===== config.mk =====
export PLATFORM = sky130hd
export DESIGN_NAME = addressed_serial_frame_deframer
export DESIGN_NICKNAME = d
export VERILOG_FILES = /design/src/hdl/asfd_pkg.sv /design/src/hdl/asfd_cfg_regs.sv /design/src/hdl/asfd_in_stage.sv /design/src/hdl/asfd_parser.sv /design/src/hdl/asfd_out_stage.sv /design/src/hdl/addressed_serial_frame_deframer.sv
export VERILOG_INCLUDE_DIRS = /design/src /design/src/hdl
export SDC_FILE = /design/constraint.sdc
export NUM_CORES = 1
export LEC_CHECK = 0
export BUFFER_PORTS_ARGS = -buffer_cell sky130_fd_sc_hd__buf_2
export CELL_PAD_IN_SITES_DETAIL_PLACEMENT = 1
export CELL_PAD_IN_SITES_GLOBAL_PLACEMENT = 2
export CORE_ASPECT_RATIO = 1.5
export CORE_MARGIN = 1
export CORE_UTILIZATION = 41
export DETAILED_ROUTE_END_ITERATION = 8
export PLACE_DENSITY = 0.82
export RECOVER_POWER = 25
export SLEW_MARGIN = 20
export SYNTH_ARGS = -nofsm -noshare
export SYNTH_HDL_FRONTEND = slang
export SYNTH_SLANG_ARGS = --single-unit

===== constraint.sdc =====
create_clock -name aclk -period 5.66 [get_ports aclk]
set_clock_uncertainty 0.15 [all_clocks]
set_input_delay 1.132 -clock aclk [delete_from_list [all_inputs] [get_ports aclk]]
set_output_delay 1.132 -clock aclk [all_outputs]
set_load 0.02 [all_outputs]

===== src/hdl/addressed_serial_frame_deframer_defines.svh =====
// assertion macros used by the deframer top module
`ifndef ADDRESSED_SERIAL_FRAME_DEFRAMER_DEFINES_SVH
`define ADDRESSED_SERIAL_FRAME_DEFRAMER_DEFINES_SVH

// antecedent implies consequent in the same cycle
`define ASFD_ASSERT_NOW(lbl, ante, cons, msg) \
    lbl: assert property (@(posedge aclk) disable iff (!aresetn) (ante) |-> (cons)) \
        else $error(msg);

// antecedent implies consequent in the next cycle
`define ASFD_ASSERT_NEXT(lbl, ante, cons, msg) \
    lbl: assert property (@(posedge aclk) disable iff (!aresetn) (ante) |=> (cons)) \
        else $error(msg);

`endif


===== src/hdl/asfd_pkg.sv =====
// types and constants of the addressed serial frame deframer
`default_nettype none

package asfd_pkg;

    localparam int unsigned BYTE_W = 8;

    localparam logic [BYTE_W-1:0] MAX_FRAME_LEN = 8'd128;
    localparam logic [BYTE_W-1:0] MIN_FRAME_LEN = 8'd2;
    localparam logic [BYTE_W-1:0] CHAR_COLON    = 8'd58;
    localparam logic [BYTE_W-1:0] CHAR_QMARK    = 8'd63;
    localparam logic [BYTE_W-1:0] CHAR_CR       = 8'd13;
    localparam logic [BYTE_W-1:0] CHAR_LF       = 8'd10;
    localparam logic [BYTE_W-1:0] ADDR_BCAST    = 8'd0;

    localparam logic [1:0] CFG_DEVICE_ADDRESS  = 2'd0;
    localparam logic [1:0] CFG_FORWARD_ENABLE  = 2'd1;
    localparam logic [1:0] CFG_FORWARD_ADDRESS = 2'd2;

    typedef enum logic [1:0] {
        KIND_PAYLOAD = 2'd0,
        KIND_INFO    = 2'd1,
        KIND_CTS     = 2'd2
    } kind_t;

    typedef enum logic [4:0] {
        MODE_START   = 5'b00001,
        MODE_ADDR    = 5'b00010,
        MODE_LEN     = 5'b00100,
        MODE_RECV    = 5'b01000,
        MODE_FOREIGN = 5'b10000
    } mode_t;

    typedef struct packed {
        logic [BYTE_W-1:0] device_address;
        logic              forward_enable;
        logic [BYTE_W-1:0] forward_address;
    } cfg_t;

    typedef struct packed {
        logic              valid;
        kind_t             kind;
        logic [BYTE_W-1:0] data;
        logic              last;
        logic [BYTE_W-1:0] len;
    } result_t;

endpackage

`default_nettype wire


===== src/hdl/asfd_cfg_regs.sv =====
// configuration registers of the deframer
`default_nettype none

module asfd_cfg_regs (
    input  wire logic                        aclk,
    input  wire logic                        aresetn,
    input  wire logic                        cfg_wr_en,
    input  wire logic [1:0]                  cfg_index,
    input  wire logic [asfd_pkg::BYTE_W-1:0] cfg_wdata,
    output asfd_pkg::cfg_t                   cfg
);

    asfd_pkg::cfg_t cfg_reg;
    asfd_pkg::cfg_t cfg_next;

    always_comb begin
        cfg_next = cfg_reg;
        if (cfg_wr_en) begin
            case (cfg_index)
                asfd_pkg::CFG_DEVICE_ADDRESS:  cfg_next.device_address  = cfg_wdata;
                asfd_pkg::CFG_FORWARD_ENABLE:  cfg_next.forward_enable  = cfg_wdata[0];
                asfd_pkg::CFG_FORWARD_ADDRESS: cfg_next.forward_address = cfg_wdata;
                default: ; // unmapped index, write dropped
            endcase
        end
    end

    always_ff @(posedge aclk) begin
        if (!aresetn) begin
            cfg_reg.device_address  <= 8'd1;
            cfg_reg.forward_enable  <= 1'b0;
            cfg_reg.forward_address <= 8'd0;
        end else begin
            cfg_reg <= cfg_next;
        end
    end

    assign cfg = cfg_reg;

endmodule

`default_nettype wire


===== src/hdl/asfd_in_stage.sv =====
// input register that holds one received byte until the parser takes it
`default_nettype none

module asfd_in_stage (
    input  wire logic                        aclk,
    input  wire logic                        aresetn,
    input  wire logic                        s_valid,
    output wire logic                        s_ready,
    input  wire logic [asfd_pkg::BYTE_W-1:0] s_rx_byte,
    input  wire logic                        advance,
    output wire logic                        in_valid,
    output wire logic [asfd_pkg::BYTE_W-1:0] in_byte
);

    logic                        valid_reg;
    logic                        valid_next;
    logic [asfd_pkg::BYTE_W-1:0] byte_reg;

    assign s_ready = !valid_reg || advance;

    always_comb begin
        valid_next = valid_reg;
        if (s_valid && s_ready) begin
            valid_next = 1'b1;
        end else if (advance) begin
            valid_next = 1'b0;
        end
    end

    always_ff @(posedge aclk) begin
        if (!aresetn) begin
            valid_reg <= 1'b0;
        end else begin
            valid_reg <= valid_next;
        end
    end

    always_ff @(posedge aclk) begin
        if (s_valid && s_ready) begin
            byte_reg <= s_rx_byte;
        end
    end

    assign in_valid = valid_reg;
    assign in_byte  = byte_reg;

endmodule

`default_nettype wire


===== src/hdl/asfd_parser.sv =====
// frame parse state and single-pass next-state and event logic
`default_nettype none

module asfd_parser (
    input  wire logic                        aclk,
    input  wire logic                        aresetn,
    input  wire asfd_pkg::cfg_t              cfg,
    input  wire logic                        advance,
    input  wire logic [asfd_pkg::BYTE_W-1:0] in_byte,
    output asfd_pkg::result_t                result
);

    // the oldest history byte is never compared after the shift, so only two are kept
    asfd_pkg::mode_t             mode_reg, mode_next;
    logic [asfd_pkg::BYTE_W-1:0] r1_reg, r1_next;
    logic [asfd_pkg::BYTE_W-1:0] r2_reg, r2_next;
    logic [asfd_pkg::BYTE_W-1:0] len_reg, len_next;
    logic [asfd_pkg::BYTE_W-1:0] idx_reg, idx_next;
    logic                        mine_reg, mine_next;
    logic [asfd_pkg::BYTE_W-1:0] idx_inc;
    logic                        at_end;
    logic                        addr_hit;

    assign idx_inc  = idx_reg + 8'd1;
    assign at_end   = idx_inc >= len_reg;
    assign addr_hit = (in_byte == cfg.device_address) || (in_byte == asfd_pkg::ADDR_BCAST)
                      || (cfg.forward_enable && (in_byte == cfg.forward_address));

    always_comb begin
        mode_next = mode_reg;
        r1_next   = r1_reg;
        r2_next   = r2_reg;
        len_next  = len_reg;
        idx_next  = idx_reg;
        mine_next = mine_reg;
        result    = '{valid: 1'b0, kind: asfd_pkg::KIND_PAYLOAD,
                      data: 8'd0, last: 1'b0, len: 8'd0};
        case (mode_reg)
            asfd_pkg::MODE_START: begin
                r1_next = r2_reg;
                r2_next = in_byte;
                if (r2_reg == asfd_pkg::CHAR_COLON && in_byte == asfd_pkg::CHAR_COLON) begin
                    // clear history so colons cannot feed an info pattern
                    r1_next   = 8'd0;
                    r2_next   = 8'd0;
                    mode_next = asfd_pkg::MODE_ADDR;
                end else if (r1_reg == asfd_pkg::CHAR_QMARK && r2_reg == asfd_pkg::CHAR_CR
                             && in_byte == asfd_pkg::CHAR_LF) begin
                    result.valid = 1'b1;
                    result.kind  = asfd_pkg::KIND_INFO;
                end
            end
            asfd_pkg::MODE_ADDR: begin
                mine_next = addr_hit;
                len_next  = 8'd0;
                mode_next = asfd_pkg::MODE_LEN;
            end
            asfd_pkg::MODE_LEN: begin
                if (in_byte < asfd_pkg::MIN_FRAME_LEN || in_byte > asfd_pkg::MAX_FRAME_LEN) begin
                    len_next  = 8'd0;
                    mine_next = 1'b0;
                    mode_next = asfd_pkg::MODE_START;
                end else begin
                    len_next  = in_byte;
                    idx_next  = 8'd0;
                    mode_next = mine_reg ? asfd_pkg::MODE_RECV : asfd_pkg::MODE_FOREIGN;
                end
            end
            asfd_pkg::MODE_RECV: begin
                idx_next     = idx_inc;
                result.valid = 1'b1;
                result.kind  = asfd_pkg::KIND_PAYLOAD;
                result.data  = in_byte;
                result.last  = at_end;
                result.len   = len_reg;
                if (at_end) begin
                    idx_next  = 8'd0;
                    len_next  = 8'd0;
                    mine_next = 1'b0;
                    mode_next = asfd_pkg::MODE_START;
                end
            end
            asfd_pkg::MODE_FOREIGN: begin
                idx_next = idx_inc;
                if (at_end) begin
                    idx_next     = 8'd0;
                    len_next     = 8'd0;
                    mine_next    = 1'b0;
                    mode_next    = asfd_pkg::MODE_START;
                    result.valid = 1'b1;
                    result.kind  = asfd_pkg::KIND_CTS;
                    result.len   = len_reg;
                end
            end
            default: begin
                mode_next = asfd_pkg::MODE_START;
            end
        endcase
        if (!advance) begin
            result.valid = 1'b0;
        end
    end

    always_ff @(posedge aclk) begin
        if (!aresetn) begin
            mode_reg <= asfd_pkg::MODE_START;
            r1_reg   <= 8'd0;
            r2_reg   <= 8'd0;
            len_reg  <= 8'd0;
            idx_reg  <= 8'd0;
            mine_reg <= 1'b0;
        end else if (advance) begin
            mode_reg <= mode_next;
            r1_reg   <= r1_next;
            r2_reg   <= r2_next;
            len_reg  <= len_next;
            idx_reg  <= idx_next;
            mine_reg <= mine_next;
        end
    end

endmodule

`default_nettype wire


===== src/hdl/asfd_out_stage.sv =====
// result register that holds one event until the consumer takes it
`default_nettype none

module asfd_out_stage (
    input  wire logic                        aclk,
    input  wire logic                        aresetn,
    input  wire logic                        advance,
    input  wire asfd_pkg::result_t           result,
    output wire logic                        m_valid,
    input  wire logic                        m_ready,
    output wire logic [1:0]                  m_event_kind,
    output wire logic [asfd_pkg::BYTE_W-1:0] m_payload_byte,
    output wire logic                        m_last_of_frame,
    output wire logic [asfd_pkg::BYTE_W-1:0] m_frame_length
);

    logic              valid_reg;
    logic              valid_next;
    asfd_pkg::result_t data_reg;

    always_comb begin
        valid_next = valid_reg;
        if (advance) begin
            // advance implies the slot is empty or being drained
            valid_next = result.valid;
        end else if (m_ready) begin
            valid_next = 1'b0;
        end
    end

    always_ff @(posedge aclk) begin
        if (!aresetn) begin
            valid_reg <= 1'b0;
        end else begin
            valid_reg <= valid_next;
        end
    end

    always_ff @(posedge aclk) begin
        if (advance && result.valid) begin
            data_reg <= result;
        end
    end

    assign m_valid         = valid_reg;
    assign m_event_kind    = data_reg.kind;
    assign m_payload_byte  = data_reg.data;
    assign m_last_of_frame = data_reg.last;
    assign m_frame_length  = data_reg.len;

endmodule

`default_nettype wire


===== src/hdl/addressed_serial_frame_deframer.sv =====
// a byte passes the input register and the parser, and its result is registered in the output stage
// one byte per cycle while the output is not stalled; the parser is a single pass between two registers
// the input register takes a byte while a finished result waits on the output
// reset (aresetn low, synchronous): parser waits for start, history and counters zero,
// device_address 1, forward disabled, forward_address 0, both stages empty
`default_nettype none

`include "addressed_serial_frame_deframer_defines.svh"

module addressed_serial_frame_deframer (
    input  wire logic        aclk,
    input  wire logic        aresetn,
    input  wire logic        s_valid,
    output wire logic        s_ready,
    input  wire logic [7:0]  s_rx_byte,
    output wire logic        m_valid,
    input  wire logic        m_ready,
    output wire logic [1:0]  m_event_kind,
    output wire logic [7:0]  m_payload_byte,
    output wire logic        m_last_of_frame,
    output wire logic [7:0]  m_frame_length,
    input  wire logic        cfg_wr_en,
    input  wire logic [1:0]  cfg_index,
    input  wire logic [7:0]  cfg_wdata
);

    asfd_pkg::cfg_t              cfg;
    asfd_pkg::result_t           result;
    logic                        in_valid;
    logic [asfd_pkg::BYTE_W-1:0] in_byte;
    logic                        advance;

    // parser moves when a byte is held and the result slot is free or being drained
    assign advance = in_valid && (!m_valid || m_ready);

    asfd_cfg_regs u_cfg (
        .aclk      (aclk),
        .aresetn   (aresetn),
        .cfg_wr_en (cfg_wr_en),
        .cfg_index (cfg_index),
        .cfg_wdata (cfg_wdata),
        .cfg       (cfg)
    );

    asfd_in_stage u_in (
        .aclk      (aclk),
        .aresetn   (aresetn),
        .s_valid   (s_valid),
        .s_ready   (s_ready),
        .s_rx_byte (s_rx_byte),
        .advance   (advance),
        .in_valid  (in_valid),
        .in_byte   (in_byte)
    );

    asfd_parser u_parser (
        .aclk    (aclk),
        .aresetn (aresetn),
        .cfg     (cfg),
        .advance (advance),
        .in_byte (in_byte),
        .result  (result)
    );

    asfd_out_stage u_out (
        .aclk            (aclk),
        .aresetn         (aresetn),
        .advance         (advance),
        .result          (result),
        .m_valid         (m_valid),
        .m_ready         (m_ready),
        .m_event_kind    (m_event_kind),
        .m_payload_byte  (m_payload_byte),
        .m_last_of_frame (m_last_of_frame),
        .m_frame_length  (m_frame_length)
    );

    `ASFD_ASSERT_NEXT(a_result_lands, advance && result.valid, m_valid, "result lost")
    `ASFD_ASSERT_NEXT(a_byte_held, in_valid && !advance, in_valid, "queued byte dropped")
    `ASFD_ASSERT_NOW(a_payload_len, m_valid && m_event_kind == asfd_pkg::KIND_PAYLOAD,
        m_frame_length >= asfd_pkg::MIN_FRAME_LEN && m_frame_length <= asfd_pkg::MAX_FRAME_LEN,
        "payload with bad frame length")
    `ASFD_ASSERT_NOW(a_info_clean, m_valid && m_event_kind == asfd_pkg::KIND_INFO,
        m_payload_byte == 8'd0 && m_frame_length == 8'd0 && !m_last_of_frame,
        "info event carries data")

endmodule

`default_nettype wire


==> results.md, run 1 <==
- Port Buf Inserts: 43
- Hold Path Class: flip-flop to flip-flop
- Predominant post-synthesis flop cell: dfxtp_1
- Synth top area cells: dfxtp_1 (27%), edfxtp_1 (20%), nor2b_1 (6.2%)
- GRT overflow: 0
- Worst Setup End Kind: flip-flop
- CP top delay family: compound AO/OA/AOI/OAI gates
- DR vias/cell: 5.65
- Crit path cell chain: nand3_1, nor3_1, xor2_1, ha_1, and3_1, a221oi_1, o211ai_1, a21oi_1, nor2_1, buf_4
- Distinct cells, synth: 59
- Fin Hold WS: 0.340 ns
- CTS Sinks: 84
- ANT cells: 0
- CTS Root Cell: clkbuf_16
- Status: complete, but fails checks
- Rel. slew slack: -60.5%
- TritonCTS clock tree: yes
- WS Path Type: flip-flop to flip-flop
- Gates resized, CTS repair: 0
- Clock tree buffer depth: 2
- Worst hold path startpoint: u_parser.idx_reg[7]$_SDFFE_PN0P_
- Setup ws final: 2.16 ns
- Antenna-violating nets left: 0
- FFs w/ async S/R, synth: 0%
- Fin. max-slew vios: 64
- Peak VDD IR: 0.192 mV
- Flip-flop and latch count after synthesis: 84
- Worst-path clk slew: 0.07 ns
- FF-to-FF End: u_out.m_payload_byte[6]$_SDFFCE_PP0P_
- R2R Path Start: u_parser.idx_reg[2]$_SDFFE_PN0P_
- Crit-path slowest cell: dfxtp_1
- Area growth from synthesis to layout: 12.7%
- Tot GR Track Use: 20.6%
- Max cap viols: 1
- Actual slew at the worst max-slew pin: 2.41 ns
- Register area share after synthesis: 47.0%
- Final worst-path cycle share: 61.9%
- Pre-CTS WS: 2.14 ns
- Hold path endpoint: u_parser.idx_reg[7]$_SDFFE_PN0P_
- Crit path max fanout: 19
- Max FFs per register: 17
- First-pass GRT wire length: 16.7 mm
- Worst path max stage delay: 0.43 ns
- Post-CTS Hold Fix Bufs: 0
- Tmin final: 3.50 ns
- Cell count after synthesis: 411
- Clk_lat worst skew: 0.34 ns
- Die width: 84.2 µm
- Reg2reg setup slack: 2.16 ns
- Core Rows: 44
- Synth Cell Area: 4150 µm²
- Setup_tns: 0 ns
- Worst path bufs/invs: 1
- Pre-Repair DR Iteration Count: 6
- Worst Setup Start Kind: flip-flop
- DPL Wire Length: 7.20 mm
- Critical path arrival: 3.44 ns
- Reg2Reg Depth: 10
- Number of global-route vias before repair: 3267
- Core ar.: 9740 µm²
- Via count: 3145
- Top cell type's share of synthesized area: 27.5%
- Post-CTS Setup Inserts: 0
- Hold Violations, Final: 0
- WP data required: 5.60 ns
- Failing checks: design-rule violations, max-capacitance violations, max-slew violations
- Cell Pwr Density: 274 nW/µm²
- Final setup vio count: 0
- Initial antenna violation count: 0
- Largest net degree at the start of global routing: 64
- DRC Markers: 6
- Die ar.: 10500 µm²
- CTS buffer count: 9
- Final GP Congestion: 0.769
- Yosys warnings: 0
- Initial core utilization: 42.6%
- Peak Freq: 0.285 GHz
- Synth Area per Inst: 10.1 µm²
- # H-tree levels: 3
- Detailed Route WL: 10.2 mm
- Avg WL per Cell: 18.2 µm
- Die Span Y: 125 µm
- RSZ-0062 raised after global routing: false
- Leak: 0.00182 µW
- Nets: 469
- Syn Nets: 443
- Share of cells above drive strength 1: 15.4%
- # IOs: 44
- Cell taking the most area after synthesis: dfxtp_1
- Hold Path Cell Cnt: 2
- Post-synth EDFFs: 27
- DRT iter0 DRCs: 138
layout by cell type (no fill, tap or decap), drive strengths merged, types with 2 or more instances in the layout:
cell type	n
or4	2
a21oi	6
a21boi	14
clkbuf	12
a31oi	2
or2	2
nand4	17
dfxtp	57
nor3	2
nor2	10
and2	11
nor2b	41
nand2	29
a22oi	15
nand3	7
clkinvlp	3
nor3b	3
and3	10
xor2	9
xnor2	13
nor4	6
inv	10
o211a	2
nor4b	3
edfxtp	27
buf	43
o211ai	5
a21o	3
and3b	2
nand3b	5
o21ai	17
a211oi	2
nand2b	5
mux2i	24
ha	9
metrics by stage:
step                      instances  instance area, µm²  power [µW]  util [%]
after floorplan                 411                4150         707         -
after global placement          541                4390         729      45.1
after detailed placement        541                4400         732      45.1
after CTS                       557                4690        1290      48.1
after global routing            557                4680        1320      48.0
final                           557                4680        1280      48.0
per-layer routing:
metal | wire length [µm] | vias to the layer above | share of wire, % | track usage, %
li1 | - | 1535 | - | -
met1 | 4300 | 1546 | 42 | 24.1
met2 | 5400 | 48 | 53 | 37.2
met3 | 247 | 16 | 2.4 | 3.50
met4 | 209 | 0 | 2.1 | 7.91
met5 | 0 | - | 0 | 0
where the power goes:
group	switching (µW)	internal [µW]	total (µW)
Sequential	23.0	633	656
Clock	249	313	562
Combinational	30.7	32.4	63.1
Total	303	978	1280
tightest hold or removal path: cells and delay by family (launching register included):
| family | cells | cell delay (ns) |
|---|---|---|
| simple gates | 1 | 0.07 |
| flops | 1 | 0.33 |
| compound gates | 1 | 0.05 |
worst max path at each step:
stage / to / cells past startpoint / startpoint / slack (ns)
2_1_floorplan: u_out.m_event_kind[0]$_DFFE_PP_ / 9 / u_parser.idx_reg[2]$_SDFFE_PN0P_ / 2.28
3_3_place_gp: u_parser.mode_reg[0]$_SDFFE_PN1P_ / 9 / u_parser.idx_reg[2]$_SDFFE_PN0P_ / 2.31
3_5_place_dp: u_out.m_frame_length[3]$_DFFE_PP_ / 11 / u_parser.idx_reg[0]$_SDFFE_PN0P_ / 2.14
4_1_cts: u_out.m_frame_length[4]$_DFFE_PP_ / 11 / u_parser.idx_reg[0]$_SDFFE_PN0P_ / 2.12
5_1_grt: u_out.m_payload_byte[6]$_SDFFCE_PP0P_ / 11 / u_parser.idx_reg[0]$_SDFFE_PN0P_ / 1.85
6_report: u_out.m_payload_byte[6]$_SDFFCE_PP0P_ / 10 / u_parser.idx_reg[2]$_SDFFE_PN0P_ / 2.16
cell usage after synthesis (2+ instances only):
cell / number
nor4_1: 5
nand2_1: 29
clkbuf_1: 19
nand2b_1: 5
nand3_1: 7
mux2i_1: 24
a31oi_1: 2
a22oi_1: 15
nor2b_1: 41
ha_1: 9
dfxtp_1: 57
nand4_1: 16
xor2_1: 9
nand3b_1: 5
and3b_1: 2
buf_2: 9
o21ai_0: 3
edfxtp_1: 27
o211ai_1: 5
xnor2_1: 13
inv_1: 8
o21ai_1: 14
nor3b_1: 3
a21oi_1: 5
a21boi_1: 14
nor3_1: 2
nor2_1: 10
and3_1: 10
and2_1: 11
a21o_1: 3
cell type report:
type	instances	area, µm²
inverter	8	30.0
clock inverter	6	47.5
timing repair buffer	45	228
multi-input combinational	289	2040
sequential	84	1950
fill	1098	5070
clock buffer	10	239
tap	115	144
logic make-up after synthesis:
kind of cell / share of synthesized area [%]
DFF: 47.0
adders and majority gates: 2.71
muxes: 5.79
and+or+nand+nor: 23.1
AOI/OAI and AO/OA: 12.8
xor gates and xnor gates: 4.64
buffers and inverters: 3.89
Note: power is estimated with default switching activity, not from simulation.
==> run 2, diff against run 1 <==
Settings changed: CORE_UTILIZATION 41 to 38, PLACE_DENSITY 0.82 to 0.77.
Clock period 5.66 ns to 3.3 ns, I/O delays scaled along.
==> run 2 against run 1 <==
Net effect: the run now ends clean; clock power is 87% higher; die area is 7.7% higher; worst setup slack worse by 1.9 ns; cell count is 9.7% higher; clock-buffer cell count is 1 lower; first-iteration DRC count is 29% lower; combinational power is 130% higher; fmax is 14% higher; sequential share of layout area is 2.3 points lower; critical path type unchanged.
==> results.md, run 2 (synthesis gave the netlist of run 1 again) <==
- Initial core utilization: 39.2% (-3.4 points)
- Worst Setup Start Kind: flip-flop
- Die width: 87.3 µm (+3.8%)
- Design Area, Final: 4950 µm² (+5.9%)
- Worst Setup End Kind: flip-flop
- Post-CTS Hold Fix Bufs: 0 (unchanged)
- Tot GR Track Use: 20.2% (-0.42 points)
- Antenna-violating nets left: 0 (unchanged)
- WS Path Type: flip-flop to flip-flop
- Non-Filler Instances: 611 (+9.7%)
- # H-tree levels: 3 (unchanged)
- Setup crit start: u_parser.idx_reg[0]$_SDFFE_PN0P_
- Worst hold path startpoint: u_parser.idx_reg[1]$_SDFFE_PN0P_
- Max cap viols: 0 (-1)
- Number of global-route vias before repair: 3345 (+2.4%)
- Tmin final: 3.08 ns (-0.424 ns)
- DRC Markers: 0 (-6)
- CTS Root Cell: clkbuf_16
- Die Span Y: 130 µm (+3.8%)
- Met1 Track Usage GR: 22.5% (-1.6 points)
- Area growth from synthesis to layout: 19.3%
- Cell Pwr Density: 463 nW/µm² (+69%)
- Status: finished, final reports clean
- Busiest grt layer: met2
- DRT iter0 DRCs: 98 (-29%)
- Hold path endpoint: u_parser.idx_reg[1]$_SDFFE_PN0P_
- Grt met2 use: 36.6% (-0.64 points)
- Peak Freq: 0.325 GHz (+14%)
- Hold Violations, Final: 0 (unchanged)
- Final worst-path cycle share: 93.3% (+31 points)
- CTS Sinks: 84 (unchanged)
- Dpl cells: 592 (+9.4%)
- First-pass GRT wire length: 17.0 mm (+1.5%)
- Utilization after layout: 46.8% (-1.2 points)
- Core Rows: 46 (+4.5%)
- Fillers: 1248 (+14%)
- # IOs: 44 (unchanged)
- Hold Path Cell Cnt: 2 (unchanged)
- FF-to-FF End: u_out.m_payload_byte[3]$_SDFFCE_PP0P_
- CP top delay family: simple AND/OR/NAND/NOR gates
- Clock tree buffer depth: 2 (unchanged)
- Largest net degree at the start of global routing: 34 (-47%)
- Most common cell after layout, fill and taps aside: dfxtp_1
- Fin Hold WS: 0.323 ns (-0.0162 ns)
- DPL Wire Length: 7.92 mm (+10%)
- Reg2reg setup slack: 0.22 ns (-1.94 ns)
- Reg2Reg Depth: 10 (unchanged)
- Nets: 494 (+5.3%)
- Rel. slew slack: 8.03% (+69 points)
- RSZ-0062 raised after global routing: false
- WP data required: 3.26 ns (-2.34 ns)
- DR vias/cell: 5.30 (-6.2%)
- Core ar.: 10600 µm² (+8.7%)
- Placed cell area: 4600 µm² (+4.5%)
- Met3 GRT Util: 3.35% (-0.15 points)
- Hold Path Class: flip-flop to flip-flop
- Via count: 3236 (+2.9%)
- Port Buf Inserts: 43 (unchanged)
- Most frequent cells in the layout: dfxtp_1 (57), nor2b_1 (41), buf_2 (41)
- Fin. max-slew vios: 0 (-100%)
- Final GP Congestion: 0.822 (+6.9%)
- Pre-Repair DR Iteration Count: 4 (-2)
- Detailed Route WL: 10.8 mm (+6.0%)
- Peak VDD IR: 0.310 mV (+62%)
- Crit-path slowest cell: dfxtp_1
- Leak: 0.00195 µW (+7.1%)
- Share of cells above drive strength 1: 20.6% (+5.2 points)
- Initial antenna violation count: 0 (unchanged)
- Critical path arrival: 3.04 ns (-0.40 ns)
- Die ar.: 11400 µm² (+7.7%)
- Worst-path clk slew: 0.07 ns (about the same)
- Avg WL per Cell: 17.6 µm (-3.4%)
- GRT overflow: 0 (unchanged)
- Crit path cell chain: nand3_1, nor3_2, xor2_1, ha_1, and3_1, a221oi_2, o211ai_1, a21oi_2, nor2_4, buf_12
- Crit path max fanout: 19 (unchanged)
- Actual slew at the worst max-slew pin: 1.38 ns (-1.03 ns)
- ANT cells: 0 (unchanged)
- Final Power: 2290 µW (+79%)
- Max FFs per register: 17 (unchanged)
- Worst path max stage delay: 0.41 ns (-0.02 ns)
- R2R Path Start: u_parser.idx_reg[0]$_SDFFE_PN0P_
- CTS buffer count: 9 (unchanged)
- Final setup vio count: 0 (unchanged)
- Worst path bufs/invs: 1 (unchanged)
- TritonCTS clock tree: yes
- Clk_lat worst skew: 0.35 ns (about the same)
==> run 2: cell types whose count changed in the layout (fill, tap and decap cells not counted), moves of 2 or more <==
cell,change
a21oi_1,-2
a21oi_2,+2
and2_0,-4
and2_1,+4
buf_4,+20
clkbuf_1,+4
clkinv_4,+2
clkinvlp_4,-2
==> run 2: where the power goes <==
group          switching [µW]  total (µW)  leakage (µW)  internal (µW)
sequential               17.3        1100      0.000756           1080
clock                     449        1050      0.000149            600
combinational            78.2         143       0.00104           64.9
total                     544        2290       0.00195           1750
==> run 2: worst register-to-register path: cells and delay by family, from the launching register on <==
| family | cells | cell delay (ns) |
|---|---|---|
| AND/OR/NAND/NOR | 4 | 0.79 |
| AO/OA/AOI/OAI | 3 | 0.78 |
| flip-flops | 1 | 0.41 |
| adder cells (fa/ha/maj) | 1 | 0.31 |
| XOR/XNOR | 1 | 0.22 |
| buffers and inverters | 1 | 0.17 |
==> run 2: how the worst max path moves through the flow <==
stage,cells past startpoint,end,slack [ns]
3_5_place_dp,9,u_out.m_frame_length[1]$_DFFE_PP_,-0.11
3_3_place_gp,9,u_out.m_frame_length[1]$_DFFE_PP_,0.05
5_1_grt,11,u_parser.mine_reg$_SDFFE_PN0P_,0.003
6_report,10,u_out.m_payload_byte[3]$_SDFFCE_PP0P_,0.22
4_1_cts,10,u_out.m_frame_length[7]$_DFFE_PP_,0.08
2_1_floorplan,9,u_out.m_event_kind[0]$_DFFE_PP_,0.22
==> run 2: through the flow <==
step	TNS, ns	setup WS (ns)
floorplan	0	0.215
global route	0	0.00279
detailed placement	-2.13	-0.113
global placement	0	0.0507
finish	0	0.221
CTS	0	0.0799
==> run 2: final cells by class <==
type	instances	area [µm²]	area share (%)
clock buffers	9	225	4.55
clock inverters	7	83.8	1.69
repair buffers	70	413	8.34
well taps	144	180	3.64
multi-input cells	289	2070	41.7
flip-flops and latches	84	1950	39.4
inverters	8	30.0	0.607
==> run 2: metal layers <==
| layer | up-vias | wire, µm |
|---|---|---|
| met5 | - | 0 |
| met4 | 0 | 353 |
| met3 | 25 | 222 |
| met2 | 52 | 5730 |
| met1 | 1573 | 4460 |
| li1 | 1586 | - |
==> run 2: timing repair <==
item                                    4_1_cts  5_1_grt
pin swaps                                     0        2
gates resized for setup                       1        5
buffers inserted                              0        3
endpoints found under the hold margin         0        0
endpoints found under the setup margin       19       32
